**src/rtl/plic_pkg.sv**
```systemverilog
// plic_pkg: widths, register indexes and sequencer states of the leaky pid controller
// no dependencies; used by the channel interfaces and by pid_leaky_integral_clamp

package plic_pkg;

	// field widths
	localparam int TGT_W      = 16;
	localparam int ERR_W      = TGT_W + 1;
	localparam int GAIN_W     = 16;
	localparam int LIMIT_W    = 31;
	localparam int LEAK_W     = 16;
	localparam int ACC_W      = 40;
	localparam int DRIVE_W    = 32;
	localparam int FRAC_W     = 8;
	localparam int LEAK_FRAC  = 15;

	// configuration channel
	localparam int CFG_IDX_W  = 3;
	localparam int CFG_DATA_W = 31;

	// serial step counts
	localparam int MUL_STEPS  = GAIN_W;
	localparam int DIV_STEPS  = LIMIT_W + FRAC_W;
	localparam int CNT_W      = 6;

	// register indexes
	typedef enum logic [CFG_IDX_W-1:0] {
		REG_PROP_GAIN   = 3'd0,
		REG_INTEG_GAIN  = 3'd1,
		REG_DERIV_GAIN  = 3'd2,
		REG_INTEG_LIMIT = 3'd3,
		REG_LEAK_FACTOR = 3'd4
	} reg_idx_t;

	// sequencer states
	typedef enum logic [2:0] {
		ST_IDLE,
		ST_MUL_LEAK,
		ST_LEAK_FIX,
		ST_MUL_INTEG,
		ST_CLAMP,
		ST_SUM,
		ST_DIV,
		ST_DIV_FIX
	} state_t;

endpackage

```
**src/rtl/plic_ifs.sv**
```systemverilog
// plic_ifs: valid/ready channels of the leaky pid controller (step, result, configuration)
// depends on plic_pkg

interface plic_in_if;
	import plic_pkg::*;
	logic                     valid;
	logic                     ready;
	logic signed [TGT_W-1:0]  target;
	logic signed [TGT_W-1:0]  measured;
	modport source (output valid, target, measured, input ready);
	modport sink   (input valid, target, measured, output ready);
endinterface

interface plic_out_if;
	import plic_pkg::*;
	logic                      valid;
	logic                      ready;
	logic signed [DRIVE_W-1:0] drive;
	logic                      integ_clamped;
	modport source (output valid, drive, integ_clamped, input ready);
	modport sink   (input valid, drive, integ_clamped, output ready);
endinterface

interface plic_cfg_if;
	import plic_pkg::*;
	logic                  valid;
	logic                  ready;
	logic [CFG_IDX_W-1:0]  index;
	logic [CFG_DATA_W-1:0] data;
	modport source (output valid, index, data, input ready);
	modport sink   (input valid, index, data, output ready);
endinterface

```
**src/rtl/pid_leaky_integral_clamp.sv**
```systemverilog
// pid_leaky_integral_clamp: fixed-point pid controller with a leaky, clamped integrator
// depends on plic_pkg and the channel interfaces in plic_ifs

// One step item (target, measured) gives one result item (drive, integ_clamped). Items are
// handled one at a time: a new item is taken only after the sequencer is back in idle, and
// the sequence is longer when the integral term clamps with a nonzero integral gain. It is
// made of two shift-add multiplier passes (one gain bit per cycle; the leak product and the
// P and D products share the first pass) and, on such a clamp, a restoring divider that
// rebuilds the accumulator one quotient bit per cycle. The result sits in an output register,
// so a stalled result only blocks the next item once that item's own result is ready.
// Configuration writes are always taken and must be made while idle.

module pid_leaky_integral_clamp (
	input  logic       clk,
	input  logic       arst_n,
	plic_in_if.sink    step,
	plic_out_if.source result,
	plic_cfg_if.sink   cfg
);
	import plic_pkg::*;

	localparam int LK_AW = ACC_W + 1;          // accumulator plus error
	localparam int LK_HW = LK_AW + 1;          // leak partial product, high part
	localparam int PD_HW = ERR_W + 2;          // p plus d partial product, high part
	localparam int IG_HW = ACC_W + 1;          // integral partial product, high part
	localparam int IT_W  = IG_HW + GAIN_W;     // integral term
	localparam int SUM_W = IT_W + 1;
	localparam int PD_W  = PD_HW + GAIN_W;

	// configuration registers
	logic [GAIN_W-1:0]     prop_gain_q, integ_gain_q, deriv_gain_q;
	logic [LIMIT_W-1:0]    integ_limit_q;
	logic [LEAK_W-1:0]     leak_factor_q;

	// controller state
	logic [ACC_W-1:0]      acc_q;
	logic [TGT_W-1:0]      prev_q;

	// sequencer
	state_t                state_q, state_d;
	logic [CNT_W-1:0]      cnt_q;
	logic                  take_item, out_load, mul_last, div_last;

	// serial multiplier operands and partial products
	logic [ERR_W-1:0]      err_q, dm_q;
	logic [GAIN_W-1:0]     pg_sr_q, dg_sr_q, ig_sr_q;
	logic [LEAK_W-1:0]     lk_sr_q;
	logic [LK_AW-1:0]      lk_a_q;
	logic [LK_HW-1:0]      lk_h_q;
	logic [LEAK_W-1:0]     lk_l_q;
	logic [PD_HW-1:0]      pd_h_q;
	logic [GAIN_W-1:0]     pd_l_q;
	logic [IG_HW-1:0]      ig_h_q;
	logic [GAIN_W-1:0]     ig_l_q;

	// clamp and divider
	logic [IT_W-1:0]       it_q;
	logic                  clamp_q, div_go_q, div_neg_q;
	logic [GAIN_W-1:0]     dv_q, rem_q;
	logic [DIV_STEPS-1:0]  quo_q;

	// output register
	logic                  out_valid_q;
	logic [DRIVE_W-1:0]    drive_q;
	logic                  clamp_out_q;

	// combinational datapath
	logic [ERR_W-1:0]      err_in, dm_in;
	logic [LK_AW-1:0]      lk_a_in, lk_add;
	logic [LK_HW:0]        lk_t;
	logic [PD_HW:0]        err_x, dm_x, pd_ta, pd_tb, pd_t;
	logic [IG_HW:0]        acc_x, ig_add, ig_t;
	logic [LK_HW:0]        lk_fl, lk_tz;
	logic [ACC_W-1:0]      lk_sat;
	logic [IT_W-1:0]       ip, bnd, nbnd;
	logic                  over, under;
	logic [SUM_W-1:0]      sm;
	logic                  sm_fits;
	logic [DRIVE_W-1:0]    drive_sat;
	logic [GAIN_W:0]       trial;
	logic [GAIN_W+1:0]     diff;
	logic                  ge;

	// configuration writes
	assign cfg.ready = 1'b1;

	always_ff @(posedge clk or negedge arst_n) begin
		if (!arst_n) begin
			prop_gain_q   <= '0;
			integ_gain_q  <= '0;
			deriv_gain_q  <= '0;
			integ_limit_q <= {LIMIT_W{1'b1}};
			leak_factor_q <= LEAK_W'(1) << LEAK_FRAC;
		end else if (cfg.valid) begin
			unique case (reg_idx_t'(cfg.index))
				REG_PROP_GAIN:   prop_gain_q   <= cfg.data[GAIN_W-1:0];
				REG_INTEG_GAIN:  integ_gain_q  <= cfg.data[GAIN_W-1:0];
				REG_DERIV_GAIN:  deriv_gain_q  <= cfg.data[GAIN_W-1:0];
				REG_INTEG_LIMIT: integ_limit_q <= cfg.data[LIMIT_W-1:0];
				REG_LEAK_FACTOR: leak_factor_q <= cfg.data[LEAK_W-1:0];
				default: ;
			endcase
		end
	end

	// state register
	always_ff @(posedge clk or negedge arst_n) begin
		if (!arst_n) begin
			state_q <= ST_IDLE;
		end else begin
			state_q <= state_d;
		end
	end

	assign mul_last = (cnt_q == CNT_W'(MUL_STEPS - 1));
	assign div_last = (cnt_q == CNT_W'(DIV_STEPS - 1));

	// next state and handshakes
	always_comb begin
		state_d   = state_q;
		take_item = 1'b0;
		out_load  = 1'b0;
		unique case (state_q)
			ST_IDLE: begin
				take_item = step.valid;
				if (step.valid) state_d = ST_MUL_LEAK;
			end
			ST_MUL_LEAK: begin
				if (mul_last) state_d = ST_LEAK_FIX;
			end
			ST_LEAK_FIX: state_d = ST_MUL_INTEG;
			ST_MUL_INTEG: begin
				if (mul_last) state_d = ST_CLAMP;
			end
			ST_CLAMP: state_d = ST_SUM;
			ST_SUM: begin
				out_load = !out_valid_q || result.ready;
				if (out_load) state_d = div_go_q ? ST_DIV : ST_IDLE;
			end
			ST_DIV: begin
				if (div_last) state_d = ST_DIV_FIX;
			end
			ST_DIV_FIX: state_d = ST_IDLE;
			default: state_d = ST_IDLE;
		endcase
	end

	assign step.ready = (state_q == ST_IDLE);

	// step arithmetic
	always_comb begin
		// error and measurement change
		err_in  = {step.target[TGT_W-1], step.target} - {step.measured[TGT_W-1], step.measured};
		dm_in   = {step.measured[TGT_W-1], step.measured} - {prev_q[TGT_W-1], prev_q};
		lk_a_in = {{(LK_AW-ERR_W){err_in[ERR_W-1]}}, err_in} + {acc_q[ACC_W-1], acc_q};

		// leak multiplier step, unsigned leak factor
		lk_add = lk_sr_q[0] ? lk_a_q : '0;
		lk_t   = {lk_h_q[LK_HW-1], lk_h_q} + {{(LK_HW+1-LK_AW){lk_add[LK_AW-1]}}, lk_add};

		// p and d multiplier step, sign bit of the gain weighs negative
		err_x = {{(PD_HW+1-ERR_W){err_q[ERR_W-1]}}, err_q};
		dm_x  = {{(PD_HW+1-ERR_W){dm_q[ERR_W-1]}}, dm_q};
		pd_ta = pg_sr_q[0] ? (mul_last ? -err_x : err_x) : '0;
		pd_tb = dg_sr_q[0] ? (mul_last ? -dm_x : dm_x) : '0;
		pd_t  = {pd_h_q[PD_HW-1], pd_h_q} + pd_ta + pd_tb;

		// integral multiplier step
		acc_x  = {{(IG_HW+1-ACC_W){acc_q[ACC_W-1]}}, acc_q};
		ig_add = ig_sr_q[0] ? (mul_last ? -acc_x : acc_x) : '0;
		ig_t   = {ig_h_q[IG_HW-1], ig_h_q} + ig_add;

		// leak product shifted right with truncation toward zero, then saturated
		lk_fl = {lk_h_q, lk_l_q[LEAK_FRAC]};
		lk_tz = lk_fl + {{LK_HW{1'b0}}, lk_h_q[LK_HW-1] & (|lk_l_q[LEAK_FRAC-1:0])};
		if ((&lk_tz[LK_HW:ACC_W-1]) || !(|lk_tz[LK_HW:ACC_W-1])) begin
			lk_sat = lk_tz[ACC_W-1:0];
		end else if (lk_tz[LK_HW]) begin
			lk_sat = {1'b1, {(ACC_W-1){1'b0}}};
		end else begin
			lk_sat = {1'b0, {(ACC_W-1){1'b1}}};
		end

		// integral term against the limit
		ip    = {ig_h_q, ig_l_q};
		bnd   = {{(IT_W-LIMIT_W-FRAC_W){1'b0}}, integ_limit_q, {FRAC_W{1'b0}}};
		nbnd  = -bnd;
		over  = $signed(ip) > $signed(bnd);
		under = $signed(ip) < $signed(nbnd);

		// term sum, floored and saturated to the drive width
		sm = {it_q[IT_W-1], it_q} + {{(SUM_W-PD_W){pd_h_q[PD_HW-1]}}, pd_h_q, pd_l_q};
		sm_fits = (&sm[SUM_W-1:DRIVE_W+FRAC_W-1]) || !(|sm[SUM_W-1:DRIVE_W+FRAC_W-1]);
		if (sm_fits) begin
			drive_sat = sm[DRIVE_W+FRAC_W-1:FRAC_W];
		end else if (sm[SUM_W-1]) begin
			drive_sat = {1'b1, {(DRIVE_W-1){1'b0}}};
		end else begin
			drive_sat = {1'b0, {(DRIVE_W-1){1'b1}}};
		end

		// restoring divider step
		trial = {rem_q, quo_q[DIV_STEPS-1]};
		diff  = {1'b0, trial} - {2'b00, dv_q};
		ge    = !diff[GAIN_W+1];
	end

	// datapath registers
	always_ff @(posedge clk or negedge arst_n) begin
		if (!arst_n) begin
			acc_q       <= '0;
			prev_q      <= '0;
			cnt_q       <= '0;
			err_q       <= '0;
			dm_q        <= '0;
			pg_sr_q     <= '0;
			dg_sr_q     <= '0;
			ig_sr_q     <= '0;
			lk_sr_q     <= '0;
			lk_a_q      <= '0;
			lk_h_q      <= '0;
			lk_l_q      <= '0;
			pd_h_q      <= '0;
			pd_l_q      <= '0;
			ig_h_q      <= '0;
			ig_l_q      <= '0;
			it_q        <= '0;
			clamp_q     <= 1'b0;
			div_go_q    <= 1'b0;
			div_neg_q   <= 1'b0;
			dv_q        <= '0;
			rem_q       <= '0;
			quo_q       <= '0;
			out_valid_q <= 1'b0;
			drive_q     <= '0;
			clamp_out_q <= 1'b0;
		end else begin
			// result handoff
			if (out_load) begin
				out_valid_q <= 1'b1;
				drive_q     <= drive_sat;
				clamp_out_q <= clamp_q;
			end else if (result.ready) begin
				out_valid_q <= 1'b0;
			end

			unique case (state_q)
				ST_IDLE: begin
					// capture the item and load the gain shift registers
					if (take_item) begin
						err_q   <= err_in;
						dm_q    <= dm_in;
						prev_q  <= step.measured;
						lk_a_q  <= lk_a_in;
						pg_sr_q <= prop_gain_q;
						dg_sr_q <= deriv_gain_q;
						ig_sr_q <= integ_gain_q;
						lk_sr_q <= leak_factor_q;
						lk_h_q  <= '0;
						pd_h_q  <= '0;
						ig_h_q  <= '0;
						cnt_q   <= '0;
					end
				end
				ST_MUL_LEAK: begin
					// one leak bit and one p and d gain bit per cycle
					lk_h_q  <= lk_t[LK_HW:1];
					lk_l_q  <= {lk_t[0], lk_l_q[LEAK_W-1:1]};
					lk_sr_q <= lk_sr_q >> 1;
					pd_h_q  <= pd_t[PD_HW:1];
					pd_l_q  <= {pd_t[0], pd_l_q[GAIN_W-1:1]};
					pg_sr_q <= pg_sr_q >> 1;
					dg_sr_q <= dg_sr_q >> 1;
					cnt_q   <= mul_last ? '0 : cnt_q + 1'b1;
				end
				ST_LEAK_FIX: begin
					acc_q <= lk_sat;
				end
				ST_MUL_INTEG: begin
					ig_h_q  <= ig_t[IG_HW:1];
					ig_l_q  <= {ig_t[0], ig_l_q[GAIN_W-1:1]};
					ig_sr_q <= ig_sr_q >> 1;
					cnt_q   <= mul_last ? '0 : cnt_q + 1'b1;
				end
				ST_CLAMP: begin
					// clamp and set up the back division of the bound by the gain
					it_q      <= over ? bnd : (under ? nbnd : ip);
					clamp_q   <= over || under;
					div_go_q  <= (over || under) && (|integ_gain_q);
					div_neg_q <= under ^ integ_gain_q[GAIN_W-1];
					dv_q      <= integ_gain_q[GAIN_W-1] ? -integ_gain_q : integ_gain_q;
					quo_q     <= {integ_limit_q, {FRAC_W{1'b0}}};
					rem_q     <= '0;
					cnt_q     <= '0;
				end
				ST_DIV: begin
					rem_q <= ge ? diff[GAIN_W-1:0] : trial[GAIN_W-1:0];
					quo_q <= {quo_q[DIV_STEPS-2:0], ge};
					cnt_q <= div_last ? '0 : cnt_q + 1'b1;
				end
				ST_DIV_FIX: begin
					// signed quotient, truncated toward zero
					acc_q <= div_neg_q ? -{{(ACC_W-DIV_STEPS){1'b0}}, quo_q}
					                   : {{(ACC_W-DIV_STEPS){1'b0}}, quo_q};
				end
				default: ;
			endcase
		end
	end

	// result channel
	assign result.valid         = out_valid_q;
	assign result.drive         = drive_q;
	assign result.integ_clamped = clamp_out_q;

endmodule

```
**src/flat_wrapper.sv**
```systemverilog
// flat-port wrapper written by rule: the top's interface ports become plain ports
module pid_leaky_integral_clamp_flat import plic_pkg::*;
  (clk, arst_n, step_valid, step_target, step_measured, step_ready, result_valid, result_drive, result_integ_clamped, result_ready, cfg_valid, cfg_index, cfg_data, cfg_ready);
  plic_in_if step_i ();
  plic_out_if result_i ();
  plic_cfg_if cfg_i ();
  input  logic clk;
  input  logic arst_n;
  input wire logic [$bits(step_i.valid)-1:0] step_valid;
  input wire logic [$bits(step_i.target)-1:0] step_target;
  input wire logic [$bits(step_i.measured)-1:0] step_measured;
  output wire logic [$bits(step_i.ready)-1:0] step_ready;
  output wire logic [$bits(result_i.valid)-1:0] result_valid;
  output wire logic [$bits(result_i.drive)-1:0] result_drive;
  output wire logic [$bits(result_i.integ_clamped)-1:0] result_integ_clamped;
  input wire logic [$bits(result_i.ready)-1:0] result_ready;
  input wire logic [$bits(cfg_i.valid)-1:0] cfg_valid;
  input wire logic [$bits(cfg_i.index)-1:0] cfg_index;
  input wire logic [$bits(cfg_i.data)-1:0] cfg_data;
  output wire logic [$bits(cfg_i.ready)-1:0] cfg_ready;
  assign step_i.valid = step_valid;
  assign step_i.target = step_target;
  assign step_i.measured = step_measured;
  assign step_ready = step_i.ready;
  assign result_valid = result_i.valid;
  assign result_drive = result_i.drive;
  assign result_integ_clamped = result_i.integ_clamped;
  assign result_i.ready = result_ready;
  assign cfg_i.valid = cfg_valid;
  assign cfg_i.index = cfg_index;
  assign cfg_i.data = cfg_data;
  assign cfg_ready = cfg_i.ready;
  pid_leaky_integral_clamp u_core (.clk(clk), .arst_n(arst_n), .step(step_i), .result(result_i), .cfg(cfg_i));
endmodule
```
**config.mk**
```make
export PLATFORM = sky130hd
export DESIGN_NAME = pid_leaky_integral_clamp_flat
export DESIGN_NICKNAME = d
export VERILOG_FILES = /design/src/rtl/plic_pkg.sv /design/src/rtl/plic_ifs.sv /design/src/rtl/pid_leaky_integral_clamp.sv /design/src/flat_wrapper.sv
export SDC_FILE = /design/constraint.sdc
export NUM_CORES = 2
export LEC_CHECK = 0
export ABC_AREA = 1
export BUFFER_PORTS_ARGS = -buffer_cell sky130_fd_sc_hd__buf_4
export CORE_MARGIN = 2
export CORE_UTILIZATION = 40
export CTS_CLUSTER_DIAMETER = 120
export DETAILED_ROUTE_END_ITERATION = 10
export PLACE_DENSITY = 0.56
export SETUP_SLACK_MARGIN = 0.1
export SLEW_MARGIN = 15
export SYNTH_ARGS = -nofsm -noshare
export SYNTH_HDL_FRONTEND = slang
export SYNTH_SLANG_ARGS = --single-unit
```
**constraint.sdc**
```tcl
create_clock -name clk -period 7.99 [get_ports clk]
set_input_delay 0.3995 -clock clk [delete_from_list [all_inputs] [get_ports clk]]
set_output_delay 0.3995 -clock clk [all_outputs]
set_load 0.03 [all_outputs]
```
==> results_dict.tcl <==
set metrics [dict create \
    status "finished, final reports clean" \
    path_common_cell "nand2_1" \
    powerDensity_nw_per_um2 405 \
    grt-busiest-layer "met2" \
    cp_data_arrival_time_ns 6.50 \
    clk_path_buf_depth 3 \
    antenna_cells 0 \
    grt_remaining_overflow 0 \
    max_stage_delay_ns 0.42 \
    syn_inst 7226 \
    yosys_warnings 0 \
    ys_seq_area_frac 0.316 \
    grt_use_total 0.287 \
    ys_ff_latch 614 \
    io_buffers 105 \
    critPathCaptureType "register" \
    hold_viol_final 0 \
    setup_tns_ns 0 \
    synth-main-ff-cell "dfrtp_1" \
    globalRouteMet3Util 0.0297 \
    async_reset_ff_frac 1.00 \
    syn-mean-instance-area_um2 6.75 \
    drt-total-wl_um 183000 \
    drtPass1Iterations 6 \
    viasPerCell 5.33 \
    placementRows 128 \
    avgRoutedWirePerCell_um 20.4 \
    io_pins 107 \
    cts_inserted_buffers 77 \
    via_count 47800 \
    cts_tree "done" \
    gp_routability_congestion 0.968 \
    place_ws_ns 2.12 \
    clock-root-buffer "clkbuf_16" \
    dieArea_um2 125000 \
    finalCritPeriodShare 0.741 \
    drv_cap 0 \
    critPathKind "register to register" \
    cp-start-kind "register" \
    hp-class "primary input to register" \
    grtUsageMet1 0.399 \
    fin_area_um2 54100 \
    drc_errors 0 \
    cp_max_fo 28 \
    worst_pin_slew_ns 1.15 \
    grt_pass1_vias 45100 \
    final_max_slew_viol_count 0 \
    syn2layout_area_growth_pct 10.9 \
    grt_max_degree 154 \
    clock_latency_ns 0.68 \
    fin_nets 7710 \
    fmax_mhz 169 \
    core_area_um2 121000 \
    clkTransAtPathRegs_ns 0.06 \
    ant_nets 0 \
    drive_gt1_frac 0.0593 \
    antenna_found_initial 5 \
    syn_nets 7662 \
    h-tree-depth 3 \
    dpl-instance-area_um2 51200 \
    hpwl_um 144000 \
    grt_pass1_wl_um 277000 \
    p_leak_nw 27.3 \
    rsz0062_at_grt "no" \
    clock_sinks 614 \
    synth_edf_count 0 \
    critPathSlowestCell "nand2_2" \
    met2_usage 0.464 \
    fp.dieW_um 353 \
    holdWs_ns 0.0384 \
    drtIter0Drc 4236 \
    min_period_ns 5.92 \
    finalSetupViolCount 0 \
    layout_setup_ws_ns 2.07 \
    die_h_um 353 \
    ir_drop_uv 214 \
    initial_core_util 0.402 \
    finClkSkew_ns 0.0215 \
    required_ns 8.56 \
    maxSlewHeadroom 0.232 \
    synth.distinct_cells 66 \
    syn_area_um2 48800 \
]
[cell type report]
cell class | count | area, um^2
fillers | 12900 | 67300
multi-input cells | 5354 | 28600
flip-flops and latches | 614 | 15400
inverters | 1052 | 3950
clock buffers | 103 | 2180
well taps | 1625 | 2030
repair buffers | 175 | 1430
clock inverters | 40 | 503
[worst paths after layout]
kind / cells past startpoint / from / slack [ns] / to
worst max-delay path: 28 / u_core.integ_limit_q[0]$_DFFE_PN1P_ / 2.07 / u_core.it_q[3]$_DFFE_PN0P_
min in group asynchronous: 2 / arst_n / 0.32 / u_core.rem_q[6]$_DFFE_PN0P_
worst max register to register: 28 / u_core.integ_limit_q[0]$_DFFE_PN1P_ / 2.07 / u_core.it_q[3]$_DFFE_PN0P_
worst min-delay path: 3 / cfg_data[28] / 0.04 / u_core.integ_limit_q[28]$_DFFE_PN1P_
max in group asynchronous: 4 / arst_n / 5.96 / u_core.result.drive[19]$_DFFE_PN0P_
worst min register to register: 2 / u_core.lk_a_q[1]$_DFFE_PN0P_ / 0.47 / u_core.lk_a_q[1]$_DFFE_PN0P_
[state kept, by name, summed over array words and instances (netlist names), 17 cells and up]
| register | cells |
|---|---|
| u_core.it_q | 57 |
| u_core.lk_h_q | 42 |
| u_core.ig_h_q | 41 |
| u_core.lk_a_q | 41 |
| u_core.acc_q | 40 |
| u_core.quo_q | 39 |
| u_core.result.drive | 32 |
| u_core.integ_limit_q | 31 |
| u_core.pd_h_q | 19 |
| u_core.dm_q | 17 |
| u_core.err_q | 17 |
[cells by family after synthesis]
group,Yosys count,share of synthesized area
buffers and inverters,1258,0.0992
DFF,614,0.316
adders and majority gates,365,0.0976
AOI/OAI and AO/OA,1481,0.168
and+or+nand+nor,3286,0.280
xor gates and xnor gates,221,0.0398
other,1,0.0000769
[worst max-delay path, delay by kind of cell, from the launching register on]
kind            cells  cell delay, ns
fa+ha+maj           2            0.46
flops               1            0.38
compound gates      2            0.63
buf+inv             3            0.53
simple gates       21            3.80
[power by group]
| part | total, mW | leakage (nW) | internal, mW | switching, mW |
|---|---|---|---|---|
| Clock | 3.76 | 1.31 | 2.25 | 1.52 |
| Combinational | 12.3 | 18.4 | 3.89 | 8.38 |
| Sequential | 5.88 | 7.66 | 4.28 | 1.60 |
[stage by stage]
step | power [mW] | instances | util
finish | 21.9 | 8963 | 0.446
detailed placement | 18.0 | 8796 | 0.422
CTS | 21.9 | 8963 | 0.446
global placement | 18.0 | 8796 | 0.422
floorplan | 13.7 | 7226 | -
global route | 23.6 | 8963 | 0.446
[cells in the mapped netlist (11+ instances only)]
cell,instances,share of area
o31ai_1,12,0.0018
xor2_1,153,0.027
o21bai_1,18,0.0028
nand3_2,23,0.0047
nand2_1,1930,0.15
a21o_1,19,0.0029
a21oi_1,575,0.059
nand4_1,68,0.0087
dfrtp_1,582,0.30
dfstp_2,32,0.017
or2_2,17,0.0022
nor3_1,134,0.014
o22ai_1,57,0.0073
nor4_1,33,0.0042
a21oi_2,28,0.0050
o21ai_0,574,0.059
nand3_1,363,0.037
fa_1,26,0.011
xnor2_1,67,0.012
o211ai_1,30,0.0046
a31oi_1,63,0.0081
a22oi_1,25,0.0038
nand2_2,11,0.0014
inv_1,1039,0.080
buf_2,17,0.0017
nor2_1,654,0.050
ha_1,339,0.087
clkbuf_1,172,0.013
o21a_1,18,0.0028
[repair_timing]
item                                   in CTS  in global routing
hold buffers                               24                  0
endpoints found under the hold margin      92                  0
buffers inserted                            0                  0
gates resized for setup                     0                  0
[cells in the final DEF (no fill, tap or decap), types with 29 or more instances in the layout]
master     instances
ha_1             339
xor2_1           153
nand4_1           68
nor3_1           133
buf_4            146
o21ai_0          574
a21oi_2           29
a21oi_1          574
xnor2_1           67
a31oi_1           63
dfstp_2           32
nand3_1          361
o22ai_1           57
nand2_1         1927
dfrtp_1          582
o211ai_1          30
nor4_1            33
clkbuf_16         79
nor2_1           650
inv_1           1038
[routing by layer]
| metal | vias up | routed length, um |
|---|---|---|
| met5 | - | 0 |
| met4 | 0 | 6870 |
| met3 | 233 | 8640 |
| met2 | 1227 | 83300 |
| met1 | 22600 | 84100 |
| li1 | 23700 | - |
(Power assumes the default switching activity.)
